### config.mk
export PLATFORM = sky130hd
export DESIGN_NAME = ptcb_sum
export DESIGN_NICKNAME = d
export VERILOG_FILES = /design/src/hw/rtl/ptcb_pkg.sv /design/src/hw/rtl/ptcb_sum.sv
export SDC_FILE = /design/constraint.sdc
export NUM_CORES = 1
export LEC_CHECK = 0
export BUFFER_PORTS_ARGS = -buffer_cell sky130_fd_sc_hd__buf_2
export CAP_MARGIN = 20
export CORE_AREA = 4 4 317 319
export DETAILED_ROUTE_END_ITERATION = 6
export DIE_AREA = 0 0 321 323
export SLEW_MARGIN = 20
export SYNTH_ARGS = -nofsm -noshare
export SYNTH_HDL_FRONTEND = slang
export SYNTH_SLANG_ARGS = --single-unit
### constraint.sdc
create_clock -name clock -period 12.6 [get_ports clock]
set_input_delay 1.26 -clock clock [delete_from_list [all_inputs] [get_ports clock]]
set_output_delay 1.26 -clock clock [all_outputs]
set_load 0.005 [all_outputs]
### src/hw/rtl/ptcb_pkg.sv
// Shared constants, types and register codes of the point transform crop-box filter.
package ptcb_pkg;

   localparam int COORD_WIDTH     = 32;
   localparam int COEF_FRAC_BITS  = 14;
   localparam int COEF_WIDTH      = 16;
   localparam int BOUND_WIDTH     = 32;
   localparam int INTENSITY_WIDTH = 16;
   localparam int RING_WIDTH      = 7;
   localparam int TIME_WIDTH      = 32;

   localparam int PROD_WIDTH = COORD_WIDTH + COEF_WIDTH;
   localparam int SHR_WIDTH  = PROD_WIDTH - COEF_FRAC_BITS;
   localparam int SUM_BASE   = (SHR_WIDTH > BOUND_WIDTH) ?
                               ((SHR_WIDTH > COORD_WIDTH) ? SHR_WIDTH : COORD_WIDTH) :
                               ((BOUND_WIDTH > COORD_WIDTH) ? BOUND_WIDTH : COORD_WIDTH);
   localparam int SUM_WIDTH  = SUM_BASE + 2;
   localparam int CMP_WIDTH  = (COORD_WIDTH > BOUND_WIDTH) ? COORD_WIDTH : BOUND_WIDTH;

   localparam int META_WIDTH  = INTENSITY_WIDTH + RING_WIDTH + TIME_WIDTH;
   localparam int PAY_WIDTH   = 3 * COORD_WIDTH + META_WIDTH;
   localparam int TDATA_WIDTH = ((PAY_WIDTH + 7) / 8) * 8;

   localparam int CSR_INDEX_WIDTH = 3;
   localparam int CSR_DATA_WIDTH  = 64;
   localparam int ROT_WIDTH       = 3 * COEF_WIDTH;

   localparam logic [CSR_INDEX_WIDTH-1:0] REG_ROT_ROW0 = 3'd0;
   localparam logic [CSR_INDEX_WIDTH-1:0] REG_ROT_ROW1 = 3'd1;
   localparam logic [CSR_INDEX_WIDTH-1:0] REG_ROT_ROW2 = 3'd2;
   localparam logic [CSR_INDEX_WIDTH-1:0] REG_TRANS_XY = 3'd3;
   localparam logic [CSR_INDEX_WIDTH-1:0] REG_TRANS_Z  = 3'd4;
   localparam logic [CSR_INDEX_WIDTH-1:0] REG_BOX_X    = 3'd5;
   localparam logic [CSR_INDEX_WIDTH-1:0] REG_BOX_Y    = 3'd6;
   localparam logic [CSR_INDEX_WIDTH-1:0] REG_Z_FLOOR  = 3'd7;

   localparam logic [ROT_WIDTH-1:0]      RST_ROT_ROW0 = 48'h0000_0000_4000;
   localparam logic [ROT_WIDTH-1:0]      RST_ROT_ROW1 = 48'h0000_4000_0000;
   localparam logic [ROT_WIDTH-1:0]      RST_ROT_ROW2 = 48'h4000_0000_0000;
   localparam logic [2*BOUND_WIDTH-1:0]  RST_TRANS_XY = 64'h0;
   localparam logic [BOUND_WIDTH-1:0]    RST_TRANS_Z  = 32'h0;
   localparam logic [2*BOUND_WIDTH-1:0]  RST_BOX_X    = 64'h0014_0000_FFF3_0000;
   localparam logic [2*BOUND_WIDTH-1:0]  RST_BOX_Y    = 64'h001E_0000_FFE7_0000;
   localparam logic [BOUND_WIDTH-1:0]    RST_Z_FLOOR  = 32'h0000_3333;

   typedef logic [2:0][COORD_WIDTH-1:0]            pos_type;
   typedef logic [2:0][2:0][SHR_WIDTH-1:0]         shr_type;
   typedef logic [2:0][SUM_WIDTH-1:0]              sum_type;

   typedef struct packed {
      logic [TIME_WIDTH-1:0]      time_offset;
      logic [RING_WIDTH-1:0]      ring;
      logic [INTENSITY_WIDTH-1:0] intensity;
   } meta_type;

   typedef struct packed {
      logic [2:0][2:0][COEF_WIDTH-1:0] rot;
      logic [2:0][BOUND_WIDTH-1:0]     trans;
      logic [BOUND_WIDTH-1:0]          x_min;
      logic [BOUND_WIDTH-1:0]          x_max;
      logic [BOUND_WIDTH-1:0]          y_min;
      logic [BOUND_WIDTH-1:0]          y_max;
      logic [BOUND_WIDTH-1:0]          z_floor;
   } cfg_type;

endpackage

### src/hw/rtl/ptcb_sum.sv
// Stage two: row sums of the shifted products plus translation.
module ptcb_sum (
   input  logic              clock,
   input  logic              en,
   input  ptcb_pkg::shr_type shr,
   input  ptcb_pkg::cfg_type cfg,
   output ptcb_pkg::sum_type sum_ff
);
   import ptcb_pkg::*;

   sum_type sum_in;

   always_comb begin
      for (int r = 0; r < 3; r++) begin
         sum_in[r] = SUM_WIDTH'(signed'(shr[r][0])) + SUM_WIDTH'(signed'(shr[r][1]))
                   + SUM_WIDTH'(signed'(shr[r][2])) + SUM_WIDTH'(signed'(cfg.trans[r]));
      end
   end

   always_ff @(posedge clock) begin
      if (en) begin
         sum_ff <= sum_in;
      end
   end

endmodule

==> results of run 1 <==
==> metrics by stage <==
stage	std cells	cell area, um2	power [uW]	hold slack (ps)	utilization [%]
detailed placement	3404	19000	2690	1560	19.4
global route	3423	19300	3280	1130	19.7
CTS	3420	19300	3050	1100	19.7
global placement	3404	19000	2680	1560	19.4
finish	3431	19300	3000	1160	19.7
floorplan	1628	14900	1930	1370	-
==> layer usage <==
metal	track usage (%)	up-vias	share of wire, %
li1	-	6052	-
met1	14.1	5906	45
met2	17.0	491	44
met3	3.52	49	9.0
met4	3.01	10	1.9
met5	0	-	0.12
==> kinds of logic after synthesis <==
kind of cell	after synthesis	share of synthesized area [%]
buffers and inverters	598	15.1
AOI/OAI and AO/OA	324	14.5
adders and majority gates	312	36.7
and+or+nand+nor	195	6.49
DFF	108	21.8
xor gates and xnor gates	91	5.36
==> how the worst min path moves through the flow <==
stage | endpoint | slack (ps) | cells past startpoint
floorplan | sum_ff[0]$_DFFE_PP_ | 1370 | 0
global placement | sum_ff[72]$_DFFE_PP_ | 1560 | 2
detailed placement | sum_ff[72]$_DFFE_PP_ | 1560 | 2
CTS | sum_ff[72]$_DFFE_PP_ | 1100 | 2
global route | sum_ff[72]$_DFFE_PP_ | 1130 | 2
finish | sum_ff[72]$_DFFE_PP_ | 1160 | 2
==> report_power, final <==
part	total, uW	leakage [uW]	switching (uW)	internal, uW
Combinational	1960	0.00914	1160	808
Sequential	706	0.00106	46.0	660
Clock	328	0.000144	171	158
==> area by class of cell <==
cell class                      count  share of cell area [%]
Clock inverter                      7                   0.428
Tap cell                         1287                    8.35
Clock buffer                        9                    1.17
Multi-Input combinational cell    922                    48.6
Timing Repair Buffer              514                    13.4
Sequential cell                   108                    16.8
Inverter                          573                    11.1
Antenna cell                       11                   0.143
==> cell usage in the layout (no fill, tap or decap), drive strengths merged, types with 10 or more instances in the layout <==
cell type,n
xnor2,60
buf,514
nand2,53
nor2,41
and3,10
o21ai,55
edfxtp,108
a21o,80
inv,575
diode,11
a21oi,102
nand3,26
ha,105
a31oi,16
xor2,31
nand2b,12
fa,207
nand4,11
nor2b,12
==> results.md, run 1 <==
| Parameter | This run | Unit |
|---|---|---|
| RSZ-0062 raised after global routing | false | - |
| Number of synthesized register bits | 108 | - |
| Buf+Inv Stages, Crit Path | 2 | - |
| Power per Cell Area | 155 | mW/mm2 |
| Crit Path Max Fanout | 3 | - |
| Site Rows | 115 | - |
| Share of post-route cells with drive strength above 1 | 25.6 | % |
| Number of warnings reported in the yosys synthesis log | 0 | - |
| Largest registers ranked by flip-flop count | sum_ff (108) | - |
| Leakage power | 0.0103 | uW |
| Via count | 12.5k | - |
| Leading post-synthesis cells by instance count | sky130_fd_sc_hd__inv_1, sky130_fd_sc_hd__fa_1, sky130_fd_sc_hd__edfxtp_1 | - |
| Max-Slew Margin vs Limit | 30.9 | % |
| Main flop type after synthesis | sky130_fd_sc_hd__edfxtp_1 | - |
| Top delay family on crit path | compound AO/OA/AOI/OAI gates | - |
| Final total negative setup slack | 0 | ps |
| Antenna violations before repair | 22 | - |
| Path length in cells of the critical path | 15 | - |
| Crit path top cell by count | sky130_fd_sc_hd__fa_1 | - |
| Setup violations, final | 0 | - |
| Synthesized net count | 2648 | - |
| Final hold violation count | 0 | - |
| Global router's overall resource usage | 10.7 | % |
| Count of flip-flops with a built-in enable after synthesis | 108 | - |
| Clock tree from TritonCTS | built | - |
| Number of nets with antenna violations after routing | 0 | - |
| Largest net degree at the start of global routing | 65 | - |
| Hold Path Class | primary input to register | - |
| Buffer cell driving the clock tree root | sky130_fd_sc_hd__clkbuf_16 | - |
| Flip-flop count of the largest register after layout | 108 | - |
| Reg with most FFs | sum_ff | - |
| Total die area | 0.104 | mm2 |
| Die boundary width | 321 | um |
| Total of fill cells in the finished design | 11.0k | - |
| Most frequent cell after synthesis | sky130_fd_sc_hd__inv_1 | - |
| Cell-by-cell listing of the critical path | buf_2, fa_1, fa_1, ha_1, inv_1, fa_1, nor2b_1, o21a_1, o21ai_0, a21oi_1, nor4_1, o31ai_1, a21oi_1, o21ai_0, xnor2_1 | - |
| Data arrival time at the worst-slack endpoint | 5900 | ps |
| Area of the multi-input gates | 0.00937 | mm2 |
| Share of the synthesized area in the top cell type | 27.9 | % |
| Post-synthesis instance area | 0.0149 | mm2 |
| CP max stage cell | sky130_fd_sc_hd__a21oi_1 | - |
| Effective utilization at floorplan | 15.2 | % |
| Avg WL per Cell | 16.7 | um |
| Die boundary height | 323 | um |
| Data required time of the critical path | 12750 | ps |
| Share of the cycle needed by the critical path after routing | 45.6 | % |
| Smallest setup slack after layout | 6850 | ps |
| Seq. cell area | 0.00324 | mm2 |
| Drt first pass iters | 5 | - |
| Detailed Route WL | 57300 | um |
| Clock net sink count | 108 | - |
| Critical Path Start | shr[1] | - |
| Io pins | 816 | - |
| Cell type contributing the most total cell area after synthesis | sky130_fd_sc_hd__fa_1 | - |
| Post-route DRC violation count | 0 | - |
| Peak VDD IR | 56.2 | uV |
| Fraction of the yosys area taken by sequential cells | 21.8 | % |
| Detailed router's first-iteration violation count | 575 | - |
| Number of max-cap violations | 0 | - |
| Startpoint of the most critical hold path | cfg[224] | - |
| Number of max-slew violations in the final report | 0 | - |
| Transition time at the pin with the least slew margin | 1040 | ps |
| Post-Synthesis Cells | 1628 | - |
| Clock tree buffer depth | 2 | - |
| Post-detail-place hpwl | 51700 | um |
| Asr flop ratio synth | 0 | % |
| Worst stage delay on the critical path | 810 | ps |
| Endpoint kind of the worst setup timing path | register | - |
| Clock period minus worst slack | 5750 | ps |
| Number of vias per cell | 3.65 | - |
| Cell types with the largest area share after synthesis | sky130_fd_sc_hd__fa_1, sky130_fd_sc_hd__edfxtp_1, sky130_fd_sc_hd__inv_1 | - |
| Num CTS Buffers | 9 | - |
| Number of nets in the layout | 3148 | - |
| Deepest level of the CTS H-tree | 3 | - |
| Count of distinct cell types in the synthesized netlist | 66 | - |
| Clock Pin Slew Worst Setup and Hold Paths | 80 | ps |
| Worst setup endpoint | sum_ff[35]$_DFFE_PP_ | - |
| Global-route congestion overflow total | 0 | - |
| Synth Area per Inst | 9.13 | um2 |
| Category of the most critical setup path | primary input to register | - |
| Setup bufs post-CTS | 0 | - |
| Layout overhead on the synthesized area | 29.8 | % |
| Outcome | finished, final reports clean | - |
| CP Launch Type | primary input | - |
| Gp weighted congestion | 0.899 | - |
| Vias in the first global route | 13.0k | - |
| Total of cells resized after clock tree synthesis | 0 | - |
| IO buf count | 511 | - |
| Highest achievable clock rate | 174 | MHz |
| Core region area | 0.0978 | mm2 |
| Worst slack after detailed placement | 6400 | ps |
| Wire length of the first global-routing pass | 80700 | um |
| CTS Hold Buffers Added | 0 | - |
(Power assumes the default switching activity.)
==> run 2: changes to the inputs <==
- ABC_AREA: default -> 1
- CORE_AREA: 4 4 317 319 -> 4 4 313 315
- DIE_AREA: 0 0 321 323 -> 0 0 317 319
- clock period: 12.6 -> 5.96 ns (I/O delays scaled with it)
==> run 2 against run 1 <==
Via count increased by 23%; final cell count increased by 20%; routed wire length increased by 18%; clock-buffer cell count unchanged; power increased by 130%; clock power increased by 99%; final area increased by 9.0%; sequential cell count unchanged; non-clock buffer count decreased by 1; area after synthesis increased by 12%; die area decreased by 2.5%; largest cell class unchanged; largest power group unchanged; highest routed layer unchanged.
==> results.md, run 2 <==
| Parameter | This run | Unit | Change |
|---|---|---|---|
| Setup violations, final | 0 | - | unchanged |
| Data arrival time at the worst-slack endpoint | 3740 | ps | was 5900 ps |
| Setup bufs post-CTS | 0 | - | unchanged |
| Number of vias per cell | 3.74 | - | was 3.65 |
| Count of flip-flops with a built-in enable after synthesis | 108 | - | unchanged |
| Clock period minus worst slack | 3610 | ps |  |
| Io pins | 816 | - | unchanged |
| Category of the most critical setup path | primary input to register | - | unchanged |
| Transition time at the pin with the least slew margin | 684 | ps | was 1040 ps |
| Global-route congestion overflow total | 0 | - | unchanged |
| Cell-by-cell listing of the critical path | buf_2, inv_1, fa_1, inv_1, fa_1, ha_1, inv_1, fa_1, inv_1, nand3_1, nand3_1, nand2_1, nand2_1, nand2_1, nand2_2, nand2_1, nand3_1, nand2_1 | - | was buf_2, fa_1, fa_1, ha_1, inv_1, fa_1, nor2b_1, o21a_1, o21ai_0, a21oi_1, nor4_1, o31ai_1, a21oi_1, o21ai_0, xnor2_1 |
| Gp weighted congestion | 0.876 | - | was 0.899 |
| Die boundary height | 319 | um | was 323 um |
| Largest net degree at the start of global routing | 43 | - | was 65 |
| Largest registers ranked by flip-flop count | sum_ff (108) | - | unchanged |
| Buffer cell driving the clock tree root | sky130_fd_sc_hd__clkbuf_16 | - | unchanged |
| Synth Area per Inst | 7.16 | um2 | was 9.13 um2 |
| Wire length of the first global-routing pass | 95800 | um | was 80700 um |
| Effective utilization at floorplan | 17.5 | % | was 15.2% |
| Reg with most FFs | sum_ff | - | unchanged |
| Peak VDD IR | 149 | uV | was 56.2 uV |
| Power per Cell Area | 323 | mW/mm2 | was 155 mW/mm2 |
| Most common cell after layout, fill and taps aside | sky130_fd_sc_hd__inv_1 | - | unchanged |
| Clock tree buffer depth | 2 | - | unchanged |
| Worst stage delay on the critical path | 550 | ps | was 810 ps |
| Post-Route Utilization | 22.2 | % | was 19.7% |
| Detailed Route WL | 67400 | um | was 57300 um |
| Main flop type after synthesis | sky130_fd_sc_hd__edfxtp_1 | - | unchanged |
| Total die area | 0.101 | mm2 | was 0.104 mm2 |
| Deepest level of the CTS H-tree | 3 | - | unchanged |
| Data required time of the critical path | 6090 | ps | was 12750 ps |
| Number of warnings reported in the yosys synthesis log | 0 | - | unchanged |
| Smallest setup slack after layout | 2350 | ps | was 6850 ps |
| Critical Path Start | shr[205] | - | was shr[1] |
| Total of cells resized after clock tree synthesis | 0 | - | unchanged |
| Global router's overall resource usage | 13.1 | % | was 10.7% |
| Cell type contributing the most total cell area after synthesis | sky130_fd_sc_hd__fa_1 | - | unchanged |
| Detailed router's first-iteration violation count | 774 | - | was 575 |
| Share of the synthesized area in the top cell type | 25.0 | % | was 27.9% |
| CTS Hold Buffers Added | 0 | - | unchanged |
| Number of nets in the layout | 3860 | - | was 3148 |
| Final hold violation count | 0 | - | unchanged |
| Leakage power | 0.0122 | uW | was 0.0103 uW |
| Clock net sink count | 108 | - | unchanged |
| RSZ-0062 raised after global routing | false | - | unchanged |
| Post-detail-place hpwl | 62300 | um | was 51700 um |
| Clock Pin Slew Worst Setup and Hold Paths | 80 | ps | about the same |
| Outcome | finished, final reports clean | - | unchanged |
| Num CTS Buffers | 9 | - | unchanged |
| Flip-flop count of the largest register after layout | 108 | - | unchanged |
| Number of nets with antenna violations after routing | 0 | - | unchanged |
| CP Launch Type | primary input | - | unchanged |
| Via count | 15.4k | - | was 12.5k |
| Max-Slew Margin vs Limit | 54.4 | % | was 30.9% |
| Asr flop ratio synth | 0 | % | unchanged |
| Buf+Inv Stages, Crit Path | 5 | - | was 2 |
| Share of post-route cells with drive strength above 1 | 19.4 | % | was 25.6% |
| Fraction of the yosys area taken by sequential cells | 19.6 | % | was 21.8% |
| Number of max-cap violations | 0 | - | unchanged |
| Post-synthesis instance area | 0.0166 | mm2 | was 0.0149 mm2 |
| Crit Path Max Fanout | 3 | - | unchanged |
| Count of distinct cell types in the synthesized netlist | 18 | - | was 66 |
| Share of the cycle needed by the critical path after routing | 60.5 | % |  |
| IO buf count | 511 | - | unchanged |
| Final total negative setup slack | 0 | ps | unchanged |
| Startpoint of the most critical hold path | cfg[192] | - | was cfg[224] |
| Post-Synthesis Cells | 2316 | - | was 1628 |
| Crit path top cell by count | sky130_fd_sc_hd__nand2_1 | - | was sky130_fd_sc_hd__fa_1 |
| Vias in the first global route | 15.1k | - | was 13.0k |
| Clock tree from TritonCTS | built | - | unchanged |
| Die boundary width | 317 | um | was 321 um |
| Hold Path Class | primary input to register | - | unchanged |
| Core region area | 0.0949 | mm2 | was 0.0978 mm2 |
| Endpoint kind of the worst setup timing path | register | - | unchanged |
| Post-route DRC violation count | 0 | - | unchanged |
| Avg WL per Cell | 16.4 | um | was 16.7 um |
| Antenna violations before repair | 32 | - | was 22 |
| Synthesized net count | 3336 | - | was 2648 |
| Drt first pass iters | 5 | - | unchanged |
| Top delay family on crit path | adder cells | - | was compound AO/OA/AOI/OAI gates |
| Most frequent cell after synthesis | sky130_fd_sc_hd__inv_1 | - | unchanged |
| Number of synthesized register bits | 108 | - | unchanged |
| Layout overhead on the synthesized area | 26.8 | % | was 29.8% |
| Leading post-synthesis cells by instance count | sky130_fd_sc_hd__inv_1, sky130_fd_sc_hd__nand2_1, sky130_fd_sc_hd__fa_1 | - | was sky130_fd_sc_hd__inv_1, sky130_fd_sc_hd__fa_1, sky130_fd_sc_hd__edfxtp_1 |
| Site Rows | 113 | - | was 115 |
| Highest achievable clock rate | 277 | MHz |  |
| Cell types with the largest area share after synthesis | sky130_fd_sc_hd__fa_1, sky130_fd_sc_hd__edfxtp_1, sky130_fd_sc_hd__inv_1 | - | unchanged |
| CP max stage cell | sky130_fd_sc_hd__fa_1 | - | was sky130_fd_sc_hd__a21oi_1 |
| Worst slack after detailed placement | 1970 | ps | was 6400 ps |
| Number of max-slew violations in the final report | 0 | - | unchanged |
| Commonest non-fill, non-tap cells in the layout | sky130_fd_sc_hd__inv_1, sky130_fd_sc_hd__nand2_1, sky130_fd_sc_hd__buf_2 | - | was sky130_fd_sc_hd__inv_1, sky130_fd_sc_hd__buf_2, sky130_fd_sc_hd__fa_1 |
==> run 2: cell types whose count changed in the layout (fill, tap and decap cells not counted), sizes merged, moves of 16 or more <==
| cell | delta |
|---|---|
| a31oi | -16 |
| nor2 | +130 |
| nand2 | +502 |
| xor2 | +17 |
| nor3 | +17 |
| nand3 | +49 |
| xnor2 | -54 |
| inv | +249 |
| a21o | -80 |
==> run 2: power by group <==
group / leakage [uW] / total, uW / internal (uW) / switching (uW)
clock network: 0.000140 / 653 / 327 / 327
logic: 0.0110 / 4720 / 1600 / 3110
registers: 0.00106 / 1430 / 1350 / 76.3
==> run 2: metal layers <==
metal	vias up	global-route usage, %	wire (um)
met4	22	2.85	1330
met3	69	3.99	6570
li1	7747	-	-
met2	574	16.8	23400
met1	6971	20.8	35900
met5	-	0	129
==> run 2: worst paths after layout <==
| kind | endpoint | slack [ps] | cells past startpoint |
|---|---|---|---|
| max | sum_ff[105]$_DFFE_PP_ | 2350 | 18 |
| min | sum_ff[36]$_DFFE_PP_ | 530 | 2 |
==> run 2: logic make-up (layout without fill, tap and decap cells) <==
| logic type | Yosys count | after routing | synth area share [%] |
|---|---|---|---|
| adder cells (fa/ha/maj) | 312 | 312 | 32.9 |
| AO/OA/AOI/OAI | 183 | 183 | 5.70 |
| other | 0 | 1 | 0 |
| buffers and inverters | 822 | 1349 | 18.6 |
| AND/OR/NAND/NOR | 837 | 837 | 20.4 |
| flip-flops | 108 | 108 | 19.6 |
| XOR/XNOR | 54 | 54 | 2.85 |
==> run 2: layout make-up <==
type,count,area [um2]
fillers,10700,73800
clock inverters,5,62.6
well taps,1265,1580
clock buffers,9,225
multi-input cells,1386,10300
flip-flops and latches,108,3240
inverters,822,3090
diodes,1,2.50
repair buffers,513,2570
==> run 2: metrics by stage <==
step,power [uW],instance area [um2],std cells,hold WS [ps]
3_3_place_gp,6140,20700,4094,910
5_1_grt,7500,21000,4109,515
2_1_floorplan,4220,16600,2316,708
6_report,6800,21000,4109,532
3_5_place_dp,6160,20700,4094,925
4_1_cts,6870,21000,4108,489
==> run 3: changes to the inputs <==
- ABC_AREA: 1 -> 0
- CORE_AREA: 4 4 313 315 -> 4 4 317 319
- DIE_AREA: 0 0 317 319 -> 0 0 321 323
- clock period: 5.96 -> 3.4 ns (I/O delays scaled with it)
==> run 3 against run 2 <==
The flow now finishes with violations (setup timing); hold slack got worse by 280 ps; routed wire length is 15% lower; sequential power rose by 86%; power increased by 100%; die area grew 2.5%; sequential cell count is the same; setup slack lost 2700 ps; utilization is 0.55 points higher; clock power rose by 110%; final area is 5.7% higher; via count is 13% lower; critical endpoint is now sum_ff[107]$_DFFE_PP_; largest cell class unchanged.
==> results.md, run 3 (synthesized netlist as in run 1, its figures left out) <==
| Parameter | This run | Unit | Change |
|---|---|---|---|
| Global-route congestion overflow total | 0 | - | unchanged |
| Cell-by-cell listing of the critical path | buf_8, inv_8, fa_1, inv_1, fa_1, ha_2, inv_2, fa_2, and2b_1, o21ai_2, a21boi_2, o211ai_2, a2111oi_4, o31ai_4, a211o_1, o31ai_2, xnor2_1 | - | was buf_2, inv_1, fa_1, inv_1, fa_1, ha_1, inv_1, fa_1, inv_1, nand3_1, nand3_1, nand2_1, nand2_1, nand2_1, nand2_2, nand2_1, nand3_1, nand2_1 |
| Max-Slew Margin vs Limit | 56.2 | % | was 54.4% |
| Path length in cells of the critical path | 17 | - | was 18 |
| Flip-flop count of the largest register after layout | 108 | - | unchanged |
| Num CTS Buffers | 9 | - | unchanged |
| Avg WL per Cell | 15.7 | um | was 16.4 um |
| Crit path top cell by count | sky130_fd_sc_hd__fa_1 | - | was sky130_fd_sc_hd__nand2_1 |
| Leakage power | 0.0118 | uW | was 0.0122 uW |
| Via count | 13.3k | - | was 15.4k |
| Number of max-slew violations in the final report | 0 | - | unchanged |
| Layout overhead on the synthesized area | 49.6 | % | was 26.8% |
| Effective utilization at floorplan | 15.2 | % | was 17.5% |
| Transition time at the pin with the least slew margin | 657 | ps | was 684 ps |
| Category of the most critical setup path | primary input to register | - | unchanged |
| Global router's overall resource usage | 10.8 | % | was 13.1% |
| Drt first pass iters | 7 | - | was 5 |
| Site Rows | 115 | - | was 113 |
| Post-route DRC violation count | 0 | - | unchanged |
| RSZ-0062 raised after global routing | true | - | was false |
| Core region area | 0.0978 | mm2 | was 0.0949 mm2 |
| Top delay family on crit path | adder cells | - | unchanged |
| Buf+Inv Stages, Crit Path | 4 | - | was 5 |
| Commonest non-fill, non-tap cells in the layout | sky130_fd_sc_hd__inv_1, sky130_fd_sc_hd__buf_2, sky130_fd_sc_hd__buf_4 | - | was sky130_fd_sc_hd__inv_1, sky130_fd_sc_hd__nand2_1, sky130_fd_sc_hd__buf_2 |
| Deepest level of the CTS H-tree | 3 | - | unchanged |
| Highest achievable clock rate | 266 | MHz |  |
| Buffer cell driving the clock tree root | sky130_fd_sc_hd__clkbuf_16 | - | unchanged |
| Detailed router's first-iteration violation count | 624 | - | was 774 |
| Worst slack after detailed placement | -895 | ps | was 1970 ps |
| Failing checks | setup timing | - |  |
| Routed length on met1 | 26700 | um | was 35900 um |
| Wire length of the first global-routing pass | 83100 | um | was 95800 um |
| Clock tree buffer depth | 2 | - | unchanged |
| CP Launch Type | primary input | - | unchanged |
| Final hold violation count | 0 | - | unchanged |
| Hold Path Class | primary input to register | - | unchanged |
| Clock Pin Slew Worst Setup and Hold Paths | 100 | ps | was 80 ps |
| Total power | 13700 | uW | was 6800 uW |
| Setup violations, final | 28 | - | was 0 |
| Endpoint kind of the worst setup timing path | register | - | unchanged |
| Io pins | 816 | - | unchanged |
| Total die area | 0.104 | mm2 | was 0.101 mm2 |
| Smallest setup slack after layout | -366 | ps | was 2350 ps |
| Number of nets in the layout | 3394 | - | was 3860 |
| Crit Path Max Fanout | 3 | - | unchanged |
| Vias in the first global route | 13.9k | - | was 15.1k |
| Outcome | finished with violations | - | was finished, final reports clean |
| Share of the cycle needed by the critical path after routing | 111 | % |  |
| Number of nets with antenna violations after routing | 0 | - | unchanged |
| Hold Path Cell Cnt | 2 | - | unchanged |
| Worst stage delay on the critical path | 530 | ps | was 550 ps |
| Number of vias per cell | 3.63 | - | was 3.74 |
| Clock tree from TritonCTS | built | - | unchanged |
| IO buf count | 511 | - | unchanged |
| Power per Cell Area | 616 | mW/mm2 | was 323 mW/mm2 |
| Clock net sink count | 108 | - | unchanged |
| Wire length on met2 | 24400 | um | was 23400 um |
| CTS Hold Buffers Added | 0 | - | unchanged |
| Die boundary height | 323 | um | was 319 um |
| Amount of wire on met3 after detailed routing | 5440 | um | was 6570 um |
| Detailed Route WL | 57400 | um | was 67400 um |
| Data required time of the critical path | 3530 | ps | was 6090 ps |
| Number of max-cap violations | 0 | - | unchanged |
| Post-detail-place hpwl | 51100 | um | was 62300 um |
| Max Used Layer | met4 | - | was met5 |
| Most common cell after layout, fill and taps aside | sky130_fd_sc_hd__inv_1 | - | unchanged |
| Antenna violations before repair | 11 | - | was 32 |
| CP max stage cell | sky130_fd_sc_hd__fa_1 | - | unchanged |
| Share of post-route cells with drive strength above 1 | 38.8 | % | was 19.4% |
| Peak VDD IR | 286 | uV | was 149 uV |
| Clock period minus worst slack | 3770 | ps |  |
| Data arrival time at the worst-slack endpoint | 3900 | ps | was 3740 ps |
| Gp weighted congestion | 0.837 | - | was 0.876 |
| Reg with most FFs | sum_ff | - | unchanged |
| Total of fill cells in the finished design | 10.7k | - | about the same |
| Largest registers ranked by flip-flop count | sum_ff (108) | - | unchanged |
| Die boundary width | 321 | um | was 317 um |
| Largest net degree at the start of global routing | 47 | - | was 43 |
## run 3: final timing paths
path / from / end
setup / recovery: shr[205] / sum_ff[107]$_DFFE_PP_
hold / removal: cfg[224] / sum_ff[72]$_DFFE_PP_
## run 3: cell type report
class / instances / area, um2 / area share, %
Tap cell: 1287 / 1610 / 7.24
Antenna cell: 2 / 5.00 / 0.0225
Multi-Input combinational cell: 922 / 10200 / 46.1
Clock inverter: 7 / 135 / 0.608
Timing Repair Buffer: 760 / 4620 / 20.8
Inverter: 573 / 2160 / 9.71
Clock buffer: 9 / 225 / 1.01
Sequential cell: 108 / 3240 / 14.6
## run 3: report_power, final
group / switching (uW) / internal (uW)
Combinational: 5040 / 4640
Clock: 612 / 737
Sequential: 208 / 2450
## run 3: routing by layer
layer  GRT usage, %  vias up
li1               -     6520
met1           14.7     6262
met2           16.6      499
met3           3.68       41
met4           2.19        0
met5              0        -
## run 3: repair_timing
action,4_1_cts,5_1_grt
pin swaps,59,53
buffers inserted,15,11
setup endpoints to repair,40,45
resized for setup,80,83
hold endpoints to repair,0,0
## run 3: stage by stage
stage | cells | instance area [um2] | setup TNS, ps | utilization (%) | hold WS, ps
6_report | 3668 | 22200 | -4140 | 22.7 | 256
3_5_place_dp | 3629 | 20900 | -34050 | 21.3 | 656
4_1_cts | 3659 | 21800 | -2610 | 22.3 | 199
2_1_floorplan | 1628 | 15000 | -3210 | - | 452
5_1_grt | 3666 | 22200 | -6980 | 22.7 | 218
3_3_place_gp | 3629 | 20900 | -33180 | 21.3 | 653
